==> config.mk <==
export PLATFORM = sky130hd
export DESIGN_NAME = tls_hello_parser_core
export DESIGN_NICKNAME = d
export VERILOG_FILES = /design/src/sv/thp_pkg.sv /design/src/sv/thp_in_stage.sv /design/src/sv/thp_decoder.sv /design/src/sv/thp_out_stage.sv /design/src/sv/tls_hello_parser_core.sv
export VERILOG_INCLUDE_DIRS = /design/src /design/src/sv
export SDC_FILE = /design/constraint.sdc
export NUM_CORES = 1
export LEC_CHECK = 0
export BUFFER_PORTS_ARGS = -buffer_cell sky130_fd_sc_hd__buf_2
export CAP_MARGIN = 30
export CORE_ASPECT_RATIO = 0.9
export CORE_MARGIN = 3
export CORE_UTILIZATION = 30
export CTS_BUF_LIST = sky130_fd_sc_hd__clkbuf_2 sky130_fd_sc_hd__clkbuf_4 sky130_fd_sc_hd__clkbuf_8
export CTS_CLUSTER_SIZE = 12
export DETAILED_ROUTE_END_ITERATION = 7
export GPL_TIMING_DRIVEN = 0
export MAX_ROUTING_LAYER = met4
export PLACE_DENSITY_LB_ADDON = 0.25
export SYNTH_ARGS = -nofsm -noshare
export SYNTH_HDL_FRONTEND = slang
export SYNTH_SLANG_ARGS = --single-unit
==> constraint.sdc <==
create_clock -name i_clk -period 5.1 [get_ports i_clk]
set_input_delay 0.51 -clock i_clk [delete_from_list [all_inputs] [get_ports i_clk]]
set_output_delay 0.51 -clock i_clk [all_outputs]
set_load 0.02 [all_outputs]
==> src/sv/tls_hello_parser_core_defines.svh <==
// ----------------------------------------------------------------------------
// TLS hello parser assertion macros
// Shared assertion wrappers; define NO_ASSERTIONS to compile them away.
// ----------------------------------------------------------------------------
`ifndef TLS_HELLO_PARSER_CORE_DEFINES_SVH
`define TLS_HELLO_PARSER_CORE_DEFINES_SVH
`ifndef NO_ASSERTIONS
`define THP_ASSERT(lbl, prop) \
    lbl: assert property (@(posedge i_clk) disable iff (!i_rst_n) prop) \
        else $error("hello parser assertion failed");
`define THP_ASSERT_IMP(lbl, ante, cons) \
    lbl: assert property (@(posedge i_clk) disable iff (!i_rst_n) (ante) |-> (cons)) \
        else $error("hello parser implication failed");
`else
`define THP_ASSERT(lbl, prop)
`define THP_ASSERT_IMP(lbl, ante, cons)
`endif
`endif

==> src/sv/thp_pkg.sv <==
// ----------------------------------------------------------------------------
// TLS hello parser package
// Field kinds, parse phases and the decoded field record.
// ----------------------------------------------------------------------------
package thp_pkg;

    localparam int unsigned RANDOM_LEN       = 28;
    localparam int unsigned SERVER_SUITE_LEN = 'h0002;

    localparam logic [2:0] KIND_VERSION   = 3'd0;
    localparam logic [2:0] KIND_TIME      = 3'd1;
    localparam logic [2:0] KIND_RANDOM    = 3'd2;
    localparam logic [2:0] KIND_SESS_LEN  = 3'd3;
    localparam logic [2:0] KIND_SESS_BYTE = 3'd4;
    localparam logic [2:0] KIND_SUITE_LEN = 3'd5;
    localparam logic [2:0] KIND_SUITE_ID  = 3'd6;
    localparam logic [2:0] KIND_COMP      = 3'd7;

    typedef enum logic [9:0] {
        PH_IDLE      = 10'b00_0000_0001,
        PH_VERSION   = 10'b00_0000_0010,
        PH_TIME      = 10'b00_0000_0100,
        PH_RANDOM    = 10'b00_0000_1000,
        PH_SESSLEN   = 10'b00_0001_0000,
        PH_SESSBYTES = 10'b00_0010_0000,
        PH_CIPHER    = 10'b00_0100_0000,
        PH_SUITES    = 10'b00_1000_0000,
        PH_COMP      = 10'b01_0000_0000,
        PH_METHODS   = 10'b10_0000_0000
    } t_phase;

    typedef struct packed {
        logic [2:0]  kind;
        logic [31:0] value;
        logic [14:0] index;
        logic        is_count;
        logic        done;
    } t_field;

endpackage

==> src/sv/thp_in_stage.sv <==
// ----------------------------------------------------------------------------
// Input register
// Captures one message byte and its start flag per transfer.
// ----------------------------------------------------------------------------
module thp_in_stage (
    input  logic       i_clk,
    input  logic       i_rst_n,
    input  logic       i_valid,
    output logic       o_ready,
    input  logic [7:0] i_byte,
    input  logic       i_start,
    input  logic       i_take,
    output logic       o_valid,
    output logic [7:0] o_byte,
    output logic       o_start
);
    import thp_pkg::*;

    logic       r_valid;
    logic [7:0] r_byte;
    logic       r_start;

    assign o_ready = !r_valid || i_take;

    always_ff @(posedge i_clk) begin
        if (!i_rst_n) begin
            r_valid <= 1'b0;
        end else if (o_ready) begin
            r_valid <= i_valid;
        end
    end

    always_ff @(posedge i_clk) begin
        if (o_ready && i_valid) begin
            r_byte  <= i_byte;
            r_start <= i_start;
        end
    end

    assign o_valid = r_valid;
    assign o_byte  = r_byte;
    assign o_start = r_start;
endmodule

==> src/sv/thp_decoder.sv <==
// ----------------------------------------------------------------------------
// Hello field decoder
// Parse phase, byte counter, accumulator and repeat counters, one byte a cycle while i_fire is high.
// ----------------------------------------------------------------------------
module thp_decoder (
    input  logic            i_clk,
    input  logic            i_rst_n,
    input  logic            i_fire,
    input  logic [7:0]      i_byte,
    input  logic            i_start,
    input  logic            i_server,
    output logic            o_emit,
    output thp_pkg::t_field o_field
);
    import thp_pkg::*;

    t_phase      r_phase, n_phase, b_phase;
    logic [2:0]  r_bif, n_bif, b_bif, bif_inc;
    logic [31:0] r_acc, n_acc, b_acc, acc_sh;
    logic [14:0] r_rem, n_rem, b_rem, rem_dec;
    logic [14:0] r_idx, n_idx, b_idx, idx_inc;
    logic        emit;
    t_field      fld;

    always_comb begin
        b_phase = r_phase;
        b_bif   = r_bif;
        b_acc   = r_acc;
        b_rem   = r_rem;
        b_idx   = r_idx;
        if (i_start) begin
            b_phase = PH_VERSION;
            b_bif   = '0;
            b_acc   = '0;
            b_rem   = '0;
            b_idx   = '0;
        end
        acc_sh  = {b_acc[23:0], i_byte};
        bif_inc = b_bif + 3'd1;
        idx_inc = b_idx + 15'd1;
        rem_dec = b_rem - 15'd1;

        n_phase = b_phase;
        n_bif   = bif_inc;
        n_acc   = acc_sh;
        n_rem   = b_rem;
        n_idx   = b_idx;
        emit    = 1'b0;
        fld     = '0;

        unique case (b_phase)
            PH_IDLE: begin
                // No start flag: the byte is dropped and nothing moves.
                n_bif = b_bif;
                n_acc = b_acc;
            end
            PH_VERSION: begin
                if (bif_inc >= 3'd2) begin
                    emit      = 1'b1;
                    fld.kind  = KIND_VERSION;
                    fld.value = {16'd0, acc_sh[15:0]};
                    n_phase   = PH_TIME;
                end
            end
            PH_TIME: begin
                if (bif_inc >= 3'd4) begin
                    emit      = 1'b1;
                    fld.kind  = KIND_TIME;
                    fld.value = acc_sh;
                    n_idx     = '0;
                    n_phase   = PH_RANDOM;
                end
            end
            PH_RANDOM: begin
                emit      = 1'b1;
                fld.kind  = KIND_RANDOM;
                fld.value = {24'd0, i_byte};
                fld.index = b_idx;
                n_idx     = idx_inc;
                if (idx_inc >= 15'(RANDOM_LEN)) begin
                    n_idx   = '0;
                    n_phase = PH_SESSLEN;
                end
            end
            PH_SESSLEN: begin
                emit      = 1'b1;
                fld.kind  = KIND_SESS_LEN;
                fld.value = {24'd0, i_byte};
                n_rem     = {7'd0, i_byte};
                n_idx     = '0;
                n_phase   = (i_byte != 8'd0) ? PH_SESSBYTES : PH_CIPHER;
            end
            PH_SESSBYTES: begin
                emit      = 1'b1;
                fld.kind  = KIND_SESS_BYTE;
                fld.value = {24'd0, i_byte};
                fld.index = b_idx;
                n_idx     = idx_inc;
                n_rem     = rem_dec;
                if (rem_dec == '0) begin
                    n_phase = PH_CIPHER;
                end
            end
            PH_CIPHER: begin
                if (bif_inc >= 3'd2) begin
                    emit      = 1'b1;
                    fld.value = {16'd0, acc_sh[15:0]};
                    if (i_server) begin
                        fld.kind = KIND_SUITE_ID;
                        n_rem    = 15'(SERVER_SUITE_LEN >> 1);
                        n_phase  = PH_COMP;
                    end else begin
                        // Suite count is length/2; an odd length rounds down.
                        fld.kind = KIND_SUITE_LEN;
                        n_rem    = acc_sh[15:1];
                        n_idx    = '0;
                        n_phase  = (acc_sh[15:1] != '0) ? PH_SUITES : PH_COMP;
                    end
                end
            end
            PH_SUITES: begin
                if (bif_inc >= 3'd2) begin
                    emit      = 1'b1;
                    fld.kind  = KIND_SUITE_ID;
                    fld.value = {16'd0, acc_sh[15:0]};
                    fld.index = b_idx;
                    n_idx     = idx_inc;
                    n_rem     = rem_dec;
                    if (rem_dec == '0) begin
                        n_phase = PH_COMP;
                    end
                end
            end
            PH_COMP: begin
                emit      = 1'b1;
                fld.kind  = KIND_COMP;
                fld.value = {24'd0, i_byte};
                n_idx     = '0;
                if (i_server) begin
                    fld.done = 1'b1;
                    n_phase  = PH_IDLE;
                end else begin
                    fld.is_count = 1'b1;
                    n_rem        = {7'd0, i_byte};
                    if (i_byte == 8'd0) begin
                        fld.done = 1'b1;
                        n_phase  = PH_IDLE;
                    end else begin
                        n_phase = PH_METHODS;
                    end
                end
            end
            PH_METHODS: begin
                emit      = 1'b1;
                fld.kind  = KIND_COMP;
                fld.value = {24'd0, i_byte};
                fld.index = b_idx;
                n_idx     = idx_inc;
                n_rem     = rem_dec;
                if (rem_dec == '0) begin
                    fld.done = 1'b1;
                    n_phase  = PH_IDLE;
                end
            end
            default: begin
                n_phase = PH_IDLE;
                n_bif   = '0;
                n_acc   = '0;
            end
        endcase

        if (emit) begin
            n_bif = '0;
            n_acc = '0;
        end
    end

    always_ff @(posedge i_clk) begin
        if (!i_rst_n) begin
            r_phase <= PH_IDLE;
            r_bif   <= '0;
            r_acc   <= '0;
            r_rem   <= '0;
            r_idx   <= '0;
        end else if (i_fire) begin
            r_phase <= n_phase;
            r_bif   <= n_bif;
            r_acc   <= n_acc;
            r_rem   <= n_rem;
            r_idx   <= n_idx;
        end
    end

    assign o_emit  = i_fire && emit;
    assign o_field = fld;
endmodule

==> src/sv/thp_out_stage.sv <==
// ----------------------------------------------------------------------------
// Result register
// Holds one decoded field until the receiver takes it.
// ----------------------------------------------------------------------------
module thp_out_stage (
    input  logic            i_clk,
    input  logic            i_rst_n,
    input  logic            i_load,
    input  thp_pkg::t_field i_field,
    input  logic            i_ready,
    output logic            o_valid,
    output logic            o_free,
    output thp_pkg::t_field o_field
);
    import thp_pkg::*;

    logic   r_valid;
    t_field r_field;

    assign o_free = !r_valid || i_ready;

    always_ff @(posedge i_clk) begin
        if (!i_rst_n) begin
            r_valid <= 1'b0;
        end else if (o_free) begin
            r_valid <= i_load;
        end
    end

    always_ff @(posedge i_clk) begin
        if (o_free && i_load) begin
            r_field <= i_field;
        end
    end

    assign o_valid = r_valid;
    assign o_field = r_field;
endmodule

==> src/sv/tls_hello_parser_core.sv <==
// Hello message parser for the client and server hello bodies.
// Input channel: one body byte per transfer (i_msg_byte), with i_msg_start
// high on the first byte of a message; that byte restarts any parse in flight.
// Output channel: one decoded field per transfer: kind, big-endian value,
// position within a repeated field, the compression count flag and a flag on
// the last field of the message. Bytes that only complete part of a field,
// and bytes outside a message, produce no transfer.
// Configuration: a write of i_cfg_data selects the server layout (1) or the
// client layout (0); write it between messages.
// An accepted byte is held in the input register, then decoded into the
// result register, which drives the output channel.
// Throughput is one byte per cycle while the receiver does not stall.
// When the receiver stalls, the result register holds its field and the
// input register holds the next byte; input ready drops only when both are
// full. Reset clears both registers, the layout select and the parse state,
// leaving the parser idle until a start byte.
`include "tls_hello_parser_core_defines.svh"
// ----------------------------------------------------------------------------
// TLS hello parser top level
// Input register, field decoder and result register with handshakes.
// ----------------------------------------------------------------------------
module tls_hello_parser_core (
    input  logic        i_clk,
    input  logic        i_rst_n,
    input  logic        i_cfg_valid,
    output logic        o_cfg_ready,
    input  logic        i_cfg_data,
    input  logic        i_in_valid,
    output logic        o_in_ready,
    input  logic [7:0]  i_msg_byte,
    input  logic        i_msg_start,
    output logic        o_out_valid,
    input  logic        i_out_ready,
    output logic [2:0]  o_field_kind,
    output logic [31:0] o_field_value,
    output logic [14:0] o_item_index,
    output logic        o_is_count,
    output logic        o_message_done
);
    import thp_pkg::*;

    logic       r_is_server;
    logic       s1_valid, s1_start, out_free, dec_fire, dec_emit;
    logic [7:0] s1_byte;
    t_field     dec_field, out_field;

    assign o_cfg_ready = 1'b1;

    always_ff @(posedge i_clk) begin
        if (!i_rst_n) begin
            r_is_server <= 1'b0;
        end else if (i_cfg_valid) begin
            r_is_server <= i_cfg_data;
        end
    end

    thp_in_stage u_in (
        .i_clk   (i_clk),
        .i_rst_n (i_rst_n),
        .i_valid (i_in_valid),
        .o_ready (o_in_ready),
        .i_byte  (i_msg_byte),
        .i_start (i_msg_start),
        .i_take  (out_free),
        .o_valid (s1_valid),
        .o_byte  (s1_byte),
        .o_start (s1_start)
    );

    // A byte leaves the input register whenever the result register can
    // take a field, whether or not the byte completes one.
    assign dec_fire = s1_valid && out_free;

    thp_decoder u_dec (
        .i_clk    (i_clk),
        .i_rst_n  (i_rst_n),
        .i_fire   (dec_fire),
        .i_byte   (s1_byte),
        .i_start  (s1_start),
        .i_server (r_is_server),
        .o_emit   (dec_emit),
        .o_field  (dec_field)
    );

    thp_out_stage u_out (
        .i_clk   (i_clk),
        .i_rst_n (i_rst_n),
        .i_load  (dec_emit),
        .i_field (dec_field),
        .i_ready (i_out_ready),
        .o_valid (o_out_valid),
        .o_free  (out_free),
        .o_field (out_field)
    );

    assign o_field_kind   = out_field.kind;
    assign o_field_value  = out_field.value;
    assign o_item_index   = out_field.index;
    assign o_is_count     = out_field.is_count;
    assign o_message_done = out_field.done;

    `THP_ASSERT_IMP(a_done_is_comp, o_out_valid && o_message_done,
                    o_field_kind == KIND_COMP)
    `THP_ASSERT_IMP(a_count_is_comp, o_out_valid && o_is_count,
                    o_field_kind == KIND_COMP && o_item_index == '0)
    `THP_ASSERT_IMP(a_index_kind, o_out_valid && o_item_index != '0,
                    o_field_kind == KIND_RANDOM || o_field_kind == KIND_SESS_BYTE ||
                    o_field_kind == KIND_SUITE_ID || o_field_kind == KIND_COMP)
    `THP_ASSERT(a_stall_blocks_input,
                (s1_valid && o_out_valid && !i_out_ready) |-> !o_in_ready)
endmodule

---- Yosys cells after proc, flatten, opt, wreduce, memory -nomap -nowiden ----
Index checks and enable logic that the tools add are counted.
W data, S select, Z words.
cells by class
  add/subtract/negate cells ............... 3
  order comparisons ....................... 3
  equal/unequal tests ..................... 10
  mux-type cells .......................... 49
  reduce and logical (&&, ||, !) cells .... 19
operators by type and width
  operator                 number
  $pmux W35 S8             1
  $mux W15                 11
  $mux W10                 12
  $pmux W10 S10            1
  $pmux W15 S6             1
  $pmux W15 S5             1
  $mux W50                 1
  $mux W24                 2
  $pmux W24 S2             1
  $mux W35                 1
  $mux W33                 1
  $pmux W15 S2             1
  $mux W16                 1
  $add A15 B1 Y15 const B  1
  $ge A15 B5 Y1 const B    1
  $logic_not A15 Y1        1
  $reduce_bool A15 Y1      1
  $sub A15 B1 Y15 const B  1
  $eq A10 B1 Y1 const B    1
  $eq A10 B10 Y1 const B   1
  $eq A10 B2 Y1 const B    1
  $eq A10 B3 Y1 const B    1
  $eq A10 B4 Y1 const B    1
  $eq A10 B5 Y1 const B    1
  24 further kinds         38
storage, ports and cells
  register bits ........................... 131
  bits of input ports ..................... 15
  output and inout bits ................... 55

---- Logic depth before layout (Yosys ltp) ----
Gate-level depths: netlist (run 1).
  depth after elaboration ................. 7
  depth in mapped cells ................... 18

---- Cells and area by module ----
From an unflattened synthesis (run 1), not the netlist that was laid out.
unflattened totals
  cells, all modules ...................... 772
  area total of the unflattened synthesis .. 7064.3 µm²
by module, submodules not included
  module                 times used  cells each  area each (µm²)
  thp_decoder            1           695         5063.6
  thp_out_stage          1           57          1619.1
  thp_in_stage           1           14          327.8
  tls_hello_parser_core  1           6           53.8

---- Least setup slack after synthesis (run 1) ----
No wires, ideal clock.
  path type ............................... register to register
  start point ............................. register u_in.r_start (netlist: u_in.o_start)
  end point ............................... register u_out.r_field, in the netlist u_out.o_field[0], enable pin
  setup time .............................. 464 ps
  arrival time ............................ 4941 ps
  data required time ...................... 4636 ps
  setup slack ............................. -305 ps
  stages on the path, launching flop included .. 13
  buffers on the path ..................... 5
  clock period less this slack ............ 5405 ps
  path through ............................ edfxtp_1 > buf_4 > buf_2 > buf_1 > clkbuf_1 > clkbuf_1 > nor2b_1 > ha_1 > xnor2_1 > a211oi_1 > o21ai_1 > and3_4 > nor2_1
between the ends
  word-level cells in the longest chain between the ends .. 7
  elaborated cells on any way between the ends .. 21
  classes of those cells .................. 1 x add/sub; 2 x order compare; 9 x eq/ne; 5 x mux; 4 x reduce/logical
RTL lines
  element                                              line                 source
  start: declaration                                   thp_in_stage.sv:21   logic r_start;
  start signal: assignment                             thp_in_stage.sv:36   r_start <= i_start;
  $mux W3                                              thp_decoder.sv:31    if (i_start) begin
  $add A3 B1 Y3                                        thp_decoder.sv:39    bif_inc = b_bif + 3'd1;
  $ge A3 B2 Y1 / $ge A3 B3 Y1 (equally long branches)  -
  $mux W1, on equally long branches                    -
  $pmux W1 S3 *                                        thp_decoder.sv:51    unique case (b_phase)
  $logic_and A1 B1 Y1 *                                thp_decoder.sv:194   assign o_emit = i_fire && emit;
  $logic_and A1 B1 Y1 *                                thp_out_stage.sv:31  if (o_free && i_load) begin
  end signal: assignment                               thp_out_stage.sv:32  r_field <= i_field;
  end: declaration                                     thp_out_stage.sv:18  t_field r_field;
Mark *: on every way between the ends. The rest lies on a longest branch, timed or not.
A chain may end at the register's enable or synchronous reset.

---- Final worst setup path (run 1) ----
  start point ............................. register u_in.r_start (netlist: u_in.o_start)
  end point ............................... register u_dec.r_phase[5]
between the ends
  word-level cells in the longest chain between the ends .. 6
  elaborated cells on any way between the ends .. 30
  classes of those cells .................. 3 x add/sub; 3 x order compare; 10 x eq/ne; 13 x mux; 1 x reduce/logical
RTL lines
  element                                                  line                source
  branches (longest 5 deep; another with $add A15 B1 Y15)  -
  $pmux W10 S10 *                                          thp_decoder.sv:51
  end signal: assignment                                   thp_decoder.sv:186  r_phase <= n_phase;
  end: declaration                                         thp_decoder.sv:17   t_phase r_phase, n_phase, b_phase;
Every way passes the cells marked *.

==> results.tsv, run 1 <==
stage	metric	value	unit
place	HPWL after DPL	15300	um
yosys	Gate Count Post-Synth	733	
timing	FMAX	206	MHz
yosys	Netlist cell types	77	
timing	Fin Hold WS	0.223	ns
yosys	ys flop type	dfxtp_1	
timing	Final Max Tran Viols	0	
final_layout	layout cell share with drive strength beyond 1	17.6	%
route	post-route ant nets	0	
timing	worst setup margin	0.242	ns
floorplan	Rows	51	
power	PwrDens	275	nW/um2
final_layout	Layout Area Growth over Synthesis	17.7	%
global_routing	first-pass GRT wire length	33100	um
worst_setup_path	CP required	5.47	ns
status	run status	finished, final reports clean	
place	GPL Wtd Cong	0.941	
global_routing	Overflow after GRT	0	
worst_setup_path	worst r2r src	u_in.o_start$_DFFE_PP_	
route	Routed WL	21300	um
clock_tree	Clock Tree Buf Depth	2	
worst_setup_path	most numerous cell on the critical path	buf_2	
worst_setup_path	R2R Path End	u_dec.r_phase[5]$_SDFFE_PN0P_	
clock_tree	# Post-CTS Setup Buffers	0	
worst_setup_path	crit start category	flip-flop	
floorplan	DIE WIDTH	164	um
worst_setup_path	Buf+Inv Stages, Crit Path	5	
clock_tree	Clock Tree Root	clkbuf_8	
timing	Final period util	95.3	%
clock_tree	worst skew pair latency	0.46	ns
yosys	synth warn	0	
clock_tree	CTS tree	done	
yosys	synthesized flop and latch total	131	
place	pre-CTS WS	-0.494	ns
worst_setup_path	CP top delay family	simple AND/OR/NAND/NOR gates	
timing	clk_skew	0.0101	ns
clock_tree	H-Tree Depth	4	
global_routing	pin count of the biggest net entering global routing	21	
worst_setup_path	critical path class	reg2reg	
final_layout	post-route insts no fill	1126	
final_layout	Diodes inserted	0	
yosys	Syn Nets	753	
global_routing	initial antenna violation count	0	
yosys	share of synthesized flip-flops with an asynchronous set or reset	0	%
worst_setup_path	FF-to-FF path depth	15	
timing	Final Hold Fails	0	
route	Initial DRC Count	648	
worst_setup_path	Worst Setup EP	u_dec.r_phase[5]$_SDFFE_PN0P_	
clock_tree	clock-pin slew on the worst setup and hold paths	0.09	ns
worst_setup_path	Slowest cell on crit path	or4_4	
place	cell total after placement	1095	
yosys	Post-Syn Area	6740	um2
timing	slew margin rel.	43.7	%
worst_setup_path	crit path cell chain	buf_4 > buf_2 > buf_2 > clkbuf_2 > buf_2 > nor2b_1 > ha_1 > nand3_2 > nor4_1 > mux2_2 > or4_4 > or3_1 > nand4_1 > o2111ai_1 > a21oi_1	
floorplan	Die H	148	um
yosys	sequential-to-total area share from yosys stat	48.0	%
job	Max Cap Violations	0	
timing	RSZ-0062 raised after global routing	false	
clock_tree	hold buffer count at cts	0	
floorplan	core area	21800	um2
worst_setup_path	critical path arrival	5.23	ns
clock_tree	number of buffers created by CTS	17	
floorplan	Initial Util	30.9	%
route	final routed DRC violation total	0	
route	wire per inst	18.9	um
route	vias per cell	5.44	
worst_setup_path	critical path startpoint	u_in.o_start$_DFFE_PP_	
timing	final setup violation count	0	
floorplan	Die ar.	24300	um2
yosys	Post-synth EDFFs	61	
worst_setup_path	CP peak stage delay	0.55	ns
worst_setup_path	crit-path max FO	10	
yosys	syn_area_per_cell	9.19	um2
clock_tree	clock sink count	131	
route	Initial DRT Pass Iterations	5	
timing	Final min period	4.86	ns
final_layout	Final nets	842	
route	Vias	6121	
timing	Worst-Margin Slew	0.837	ns
worst_setup_path	Worst path depth	15	
place	port buffer count	68	
floorplan	# IOs	70	
global_routing	vias in the first global route	5646	
power	leakage power	2.97	nW
worst_hold_path	Worst Hold Class	in2reg	
global_routing	global-route usage over all layers	18.2	%
power	Worst VDD drop	102	uV
worst_setup_path	CP endpoint kind	flip-flop	
worst_setup_path	R2R Setup Slk	0.24	ns
-- report_power, final --
part           total (mW)  leakage (nW)  internal [mW]  switching, mW
Clock               0.889         0.197          0.415          0.474
Sequential           1.13          1.22           1.11         0.0220
Combinational       0.162          1.56         0.0478          0.115
-- repair_timing --
action | CTS | global route
hold endpoints to repair | 0 | 0
pin swaps | 0 | 0
setup endpoints to repair | 138 | 36
gates cloned | 0 | 0
gates resized for setup | 5 | 5
-- cells in the mapped netlist, types with 5 or more instances --
cell type,instances,area share (%)
xnor2_1,5,0.65
a31oi_1,5,0.46
a22o_1,12,1.6
clkbuf_1,33,1.8
nor3_1,22,1.6
o31ai_1,5,0.56
nor2b_1,33,3.1
nand4_1,5,0.46
or2_2,5,0.46
xor2_1,5,0.65
inv_1,15,0.84
nand2_1,72,4.0
a22oi_1,9,1.0
o21ai_0,44,3.3
o22ai_1,5,0.46
buf_2,10,0.74
or4_1,12,1.3
ha_1,5,0.93
a211oi_1,7,0.78
or3_1,6,0.56
a221oi_1,6,0.78
nor4_1,16,1.5
edfxtp_1,61,27
nor2_1,65,3.6
nand2b_1,5,0.46
a21oi_1,46,3.4
dfxtp_1,70,21
and2_1,27,2.5
o21a_1,6,0.67
nand3_1,28,2.1
-- stage by stage --
step / TNS [ns] / area (um2) / total power [mW] / utilization (%)
2_1_floorplan: 0 / 6740 / 1.24 / -
3_3_place_gp: -124.65 / 7440 / 1.31 / 34.1
3_5_place_dp: -29.24 / 7510 / 1.31 / 34.4
4_1_cts: 0 / 7910 / 2.20 / 36.2
5_1_grt: 0 / 7930 / 2.26 / 36.3
6_report: 0 / 7930 / 2.18 / 36.3
-- sequential cells by signal (all words and copies together) (netlist names) --
| signal | cells |
|---|---|
| u_out.o_field | 52 |
| u_dec.r_acc | 24 |
| u_dec.r_idx | 15 |
| u_dec.r_rem | 15 |
| u_dec.r_phase | 10 |
| u_in.o_byte | 8 |
| u_dec.r_bif | 3 |
| r_is_server | 1 |
| u_in.o_start | 1 |
| u_in.o_valid | 1 |
| u_out.o_valid | 1 |
-- layer usage --
| layer | part of all wire, % | GRT usage (%) |
|---|---|---|
| met5 | 0 | - |
| met3 | 6.7 | 3.65 |
| met4 | 2.4 | 6.13 |
| met2 | 44 | 26.1 |
| met1 | 47 | 25.5 |
-- cells by family (layout without fill, tap and decap cells) --
group	after synthesis	count (layout)	share of synthesized area, %
xor+xnor	10	10	1.30
mux	6	6	1.00
other cells	1	1	0.0557
buf+inv	68	170	4.42
fa+ha+maj	5	5	0.929
flops	131	131	48.0
compound gates	193	193	19.4
simple gates	319	319	24.9
-- worst min-delay path by stage --
stage | slack [ns] | endpoint | cells past startpoint | startpoint
global placement | 0.44 | u_dec.r_bif[1]$_SDFFE_PN0P_ | 2 | u_dec.r_bif[1]$_SDFFE_PN0P_
global route | 0.20 | u_in.o_byte[1]$_DFFE_PP_ | 1 | i_msg_byte[1]
floorplan | 0.42 | u_dec.r_bif[2]$_SDFFE_PN0P_ | 1 | u_dec.r_bif[2]$_SDFFE_PN0P_
CTS | 0.20 | u_in.o_byte[0]$_DFFE_PP_ | 1 | i_msg_byte[0]
detailed placement | 0.44 | u_dec.r_bif[2]$_SDFFE_PN0P_ | 1 | u_dec.r_bif[2]$_SDFFE_PN0P_
finish | 0.22 | u_in.o_byte[1]$_DFFE_PP_ | 1 | i_msg_byte[1]
-- cell usage in the layout, fill, tap and decap left out, types with 6 or more instances in the layout --
cell / count
nor2_1: 64
dfxtp_1: 70
clkbuf_8: 18
a211oi_1: 7
a221oi_1: 6
inv_6: 7
clkbuf_1: 29
nor4_1: 16
nor2b_1: 33
a22o_1: 12
edfxtp_1: 61
and2_1: 27
buf_2: 81
or3_1: 6
or4_1: 12
nand3_1: 27
o21ai_0: 44
a22oi_1: 9
a21oi_1: 46
nor3_1: 22
nand2_1: 72
inv_1: 14
o21a_1: 6
-- area by class of cell --
cell class              instances  area (um2)
clock inverters                14         143
plain buffers                  52         243
well taps                     291         364
fillers                      2284       13900
clock buffers                  18         248
inverters                      15        60.1
flip-flops and latches        131        3230
multi-input cells             534        3240
repair buffers                 71         400
Note: power is estimated with default switching activity, not from simulation.
==> run 2, diff against run 1 <==
- ABC_AREA: default -> 1
- GPL_TIMING_DRIVEN: 0 -> 1
==> run 2 against run 1 <==
Power grew 6.5%. Synthesized cell count grew 49%. First-iteration DRC count grew 36%. Largest power group unchanged. Highest routed layer unchanged.
==> results.tsv, run 2 <==
stage	metric	value	unit
floorplan	Initial Util	30.6	%
worst_setup_path	CP peak stage delay	0.52	ns
floorplan	# IOs	70	
final_layout	most common cell after layout, fill and taps aside	nand2_1	
place	GPL Wtd Cong	0.950	
timing	slew margin rel.	46.8	%
clock_tree	clock-pin slew on the worst setup and hold paths	0.09	ns
worst_setup_path	crit path cell chain	inv_2 > nand2_1 > inv_1 > ha_1 > xnor2_2 > nor2_4 > inv_2 > nand2_1 > nand2_2 > nor2_8 > nand3_4 > inv_2 > nor2_4 > buf_4	
clock_tree	clock sink count	131	
worst_setup_path	Slowest cell on crit path	buf_4	
global_routing	Overflow after GRT	0	
yosys	area leader, netlist	edfxtp_1	
yosys	Netlist cell types	45	
floorplan	DIE WIDTH	175	um
clock_tree	Clock Tree Root	clkbuf_8	
yosys	most instantiated library cell after synthesis	nand2_1	
floorplan	Die ar.	27700	um2
worst_setup_path	crit start category	flip-flop	
power	Clk pwr share	43.1	%
floorplan	Rows	55	
route	final routed DRC violation total	0	
yosys	Post-Syn Area	7720	um2
worst_setup_path	critical path arrival	3.95	ns
clock_tree	Clock Tree Buf Depth	2	
clock_tree	CTS tree	done	
floorplan	Die H	158	um
yosys	ys flop type	dfxtp_1	
timing	RSZ-0062 raised after global routing	false	
route	WL met2	10400	um
route	DRT met1 WL	11500	um
route	Vias	7512	
route	highest metal used	met4	
floorplan	core area	25300	um2
power	Logic pwr share	8.3	%
route	DR WL met3	1550	um
worst_setup_path	critical path class	reg2reg	
route	Routed WL	23900	um
timing	Worst-Margin Slew	0.797	ns
timing	final setup violation count	0	
worst_setup_path	CP top delay family	buffers and inverters	
global_routing	initial antenna violation count	0	
power	sequential share of power	48.5	%
timing	Final Hold Fails	0	
yosys	Syn Nets	1113	
global_routing	global-route usage over all layers	17.9	%
clock_tree	hold buffer count at cts	0	
timing	FMAX	260	MHz
timing	Fin Hold WS	0.205	ns
timing	setup total negative slack	0	ns
power	Int Pwr	1.67	mW
power	Worst VDD drop	156	uV
global_routing	pin count of the biggest net entering global routing	64	
worst_hold_path	Worst Hold Class	in2reg	
place	HPWL after DPL	16900	um
yosys	top cell type's share of synthesized area	23.7	%
worst_setup_path	crit-path max FO	38	
route	Initial DRT Pass Iterations	8	
place	pre-CTS WS	1.22	ns
yosys	Area contributors post-synth	edfxtp_1 (24%), dfxtp_1 (18%), nand2_1 (14%), nor2_1 (6.5%), a21oi_1 (5.7%)	
worst_setup_path	CP endpoint kind	flip-flop	
yosys	Gate Count Post-Synth	1093	
timing	Final min period	3.84	ns
status	run status	finished, final reports clean	
power	switching power	0.649	mW
worst_setup_path	most numerous cell on the critical path	inv_2	
timing	Final Max Tran Viols	0	
route	Initial DRC Count	879	
timing	worst setup margin	1.26	ns
final_layout	layout cell share with drive strength beyond 1	14.4	%
clock_tree	Post-CTS Resized	0	
global_routing	first-pass GRT wire length	38100	um
clock_tree	number of buffers created by CTS	17	
route	post-route ant nets	0	
power	Power Total	2.32	mW
yosys	syn_area_per_cell	7.06	um2
power	leakage power	3.52	nW
yosys	synth warn	0	
final_layout	max FFs per register	52	
final_layout	Final nets	1169	
worst_setup_path	Buf+Inv Stages, Crit Path	5	
yosys	synthesized flop and latch total	131	
yosys	Post-synth EDFFs	61	
power	PwrDens	263	nW/um2
yosys	top cells by count, synth	nand2_1 (297), nor2_1 (134), inv_1 (117)	
timing	clk_skew	0.0127	ns
timing	Final period util	75.4	%
route	wire per inst	15.9	um
clock_tree	H-Tree Depth	4	
final_layout	Layout Area Growth over Synthesis	14.1	%
worst_setup_path	CP required	5.21	ns
final_layout	fillers	2709	
yosys	share of synthesized flip-flops with an asynchronous set or reset	0	%
final_layout	most frequent cells in the layout	nand2_1 (296), nor2_1 (134), inv_1 (117)	
route	vias per cell	4.99	
place	port buffer count	68	
power	Switching Fraction	28.0	%
yosys	sequential-to-total area share from yosys stat	41.9	%
clock_tree	# Post-CTS Setup Buffers	0	
final_layout	Diodes inserted	0	
global_routing	vias in the first global route	6845	
job	Max Cap Violations	0	
clock_tree	worst skew pair latency	0.47	ns
-- run 2: cell types whose count changed after synthesis, sizes merged, moves of 9 or more --
cell / delta
nand2: +233
inv: +122
nor2: +80
a21oi: +42
o21ai: +39
nand3: +36
nor2b: -33
and2: -27
nand4: +14
nor4: -14
or4: -13
a22o: -12
a22oi: -9
clkbuf: -9
-- run 2: metrics by stage --
stage	instance area, um2	utilization (%)	instances
detailed placement	8370	33.1	1472
finish	8800	34.9	1504
global route	8800	34.9	1504
global placement	8370	33.1	1472
floorplan	7720	-	1093
CTS	8800	34.9	1504
-- run 2: path summary, 6_finish.rpt --
path	startpoint	end	slack, ns	cells after the start
worst max-delay path	u_in.o_start$_DFFE_PP_	u_out.o_field[35]$_DFFE_PP_	1.26	14
worst min-delay path	i_msg_byte[3]	u_in.o_byte[3]$_DFFE_PP_	0.21	1
worst max register to register	u_in.o_start$_DFFE_PP_	u_out.o_field[35]$_DFFE_PP_	1.26	14
worst min register to register	u_dec.r_acc[16]$_SDFFE_PN0P_	u_dec.r_acc[16]$_SDFFE_PN0P_	0.47	2
-- run 2: cell families (layout without fill, tap and decap cells) --
logic type,Yosys count,in the layout,synth area share [%]
other cells,1,1,0.0486
buf+inv,179,248,9.26
xor+xnor,7,7,0.892
compound gates,212,212,15.1
fa+ha+maj,5,5,0.811
simple gates,558,558,32.0
flops,131,131,41.9
-- run 2: worst reg2reg max path, stage by stage (launching register included) --
cell and delay, ns:
edfxtp_1 0.41, inv_2 0.47, nand2_1 0.15, inv_1 0.09, ha_1 0.19, xnor2_2 0.18, nor2_4 0.19, inv_2 0.28
nand2_1 0.14, nand2_2 0.13, nor2_8 0.08, nand3_4 0.08, inv_2 0.11, nor2_4 0.44, buf_4 0.53
-- run 2: power by group through the flow --
stage               clock network (mW)  logic (mW)  registers [mW]
finish                            1.00       0.194            1.13
global route                      1.07       0.218            1.13
CTS                               1.03       0.193            1.12
detailed placement                   0       0.192            1.15
global placement                     0       0.191            1.15
floorplan                            0       0.139            1.15
-- run 2: metal layers --
layer | vias up | GRT usage, %
met1 | 3503 | 25.2
met3 | 32 | 3.14
met2 | 260 | 26.4
met4 | 0 | 5.47
li1 | 3717 | -
met5 | - | -
-- run 2: cell type report --
class | count | area, um2 | share of cell area (%)
multi-input combinational | 783 | 3780 | 42.9
tap | 342 | 428 | 4.86
timing repair buffer | 77 | 408 | 4.63
clock inverter | 14 | 189 | 2.15
clock buffer | 18 | 248 | 2.81
sequential | 131 | 3230 | 36.7
inverter | 139 | 522 | 5.93
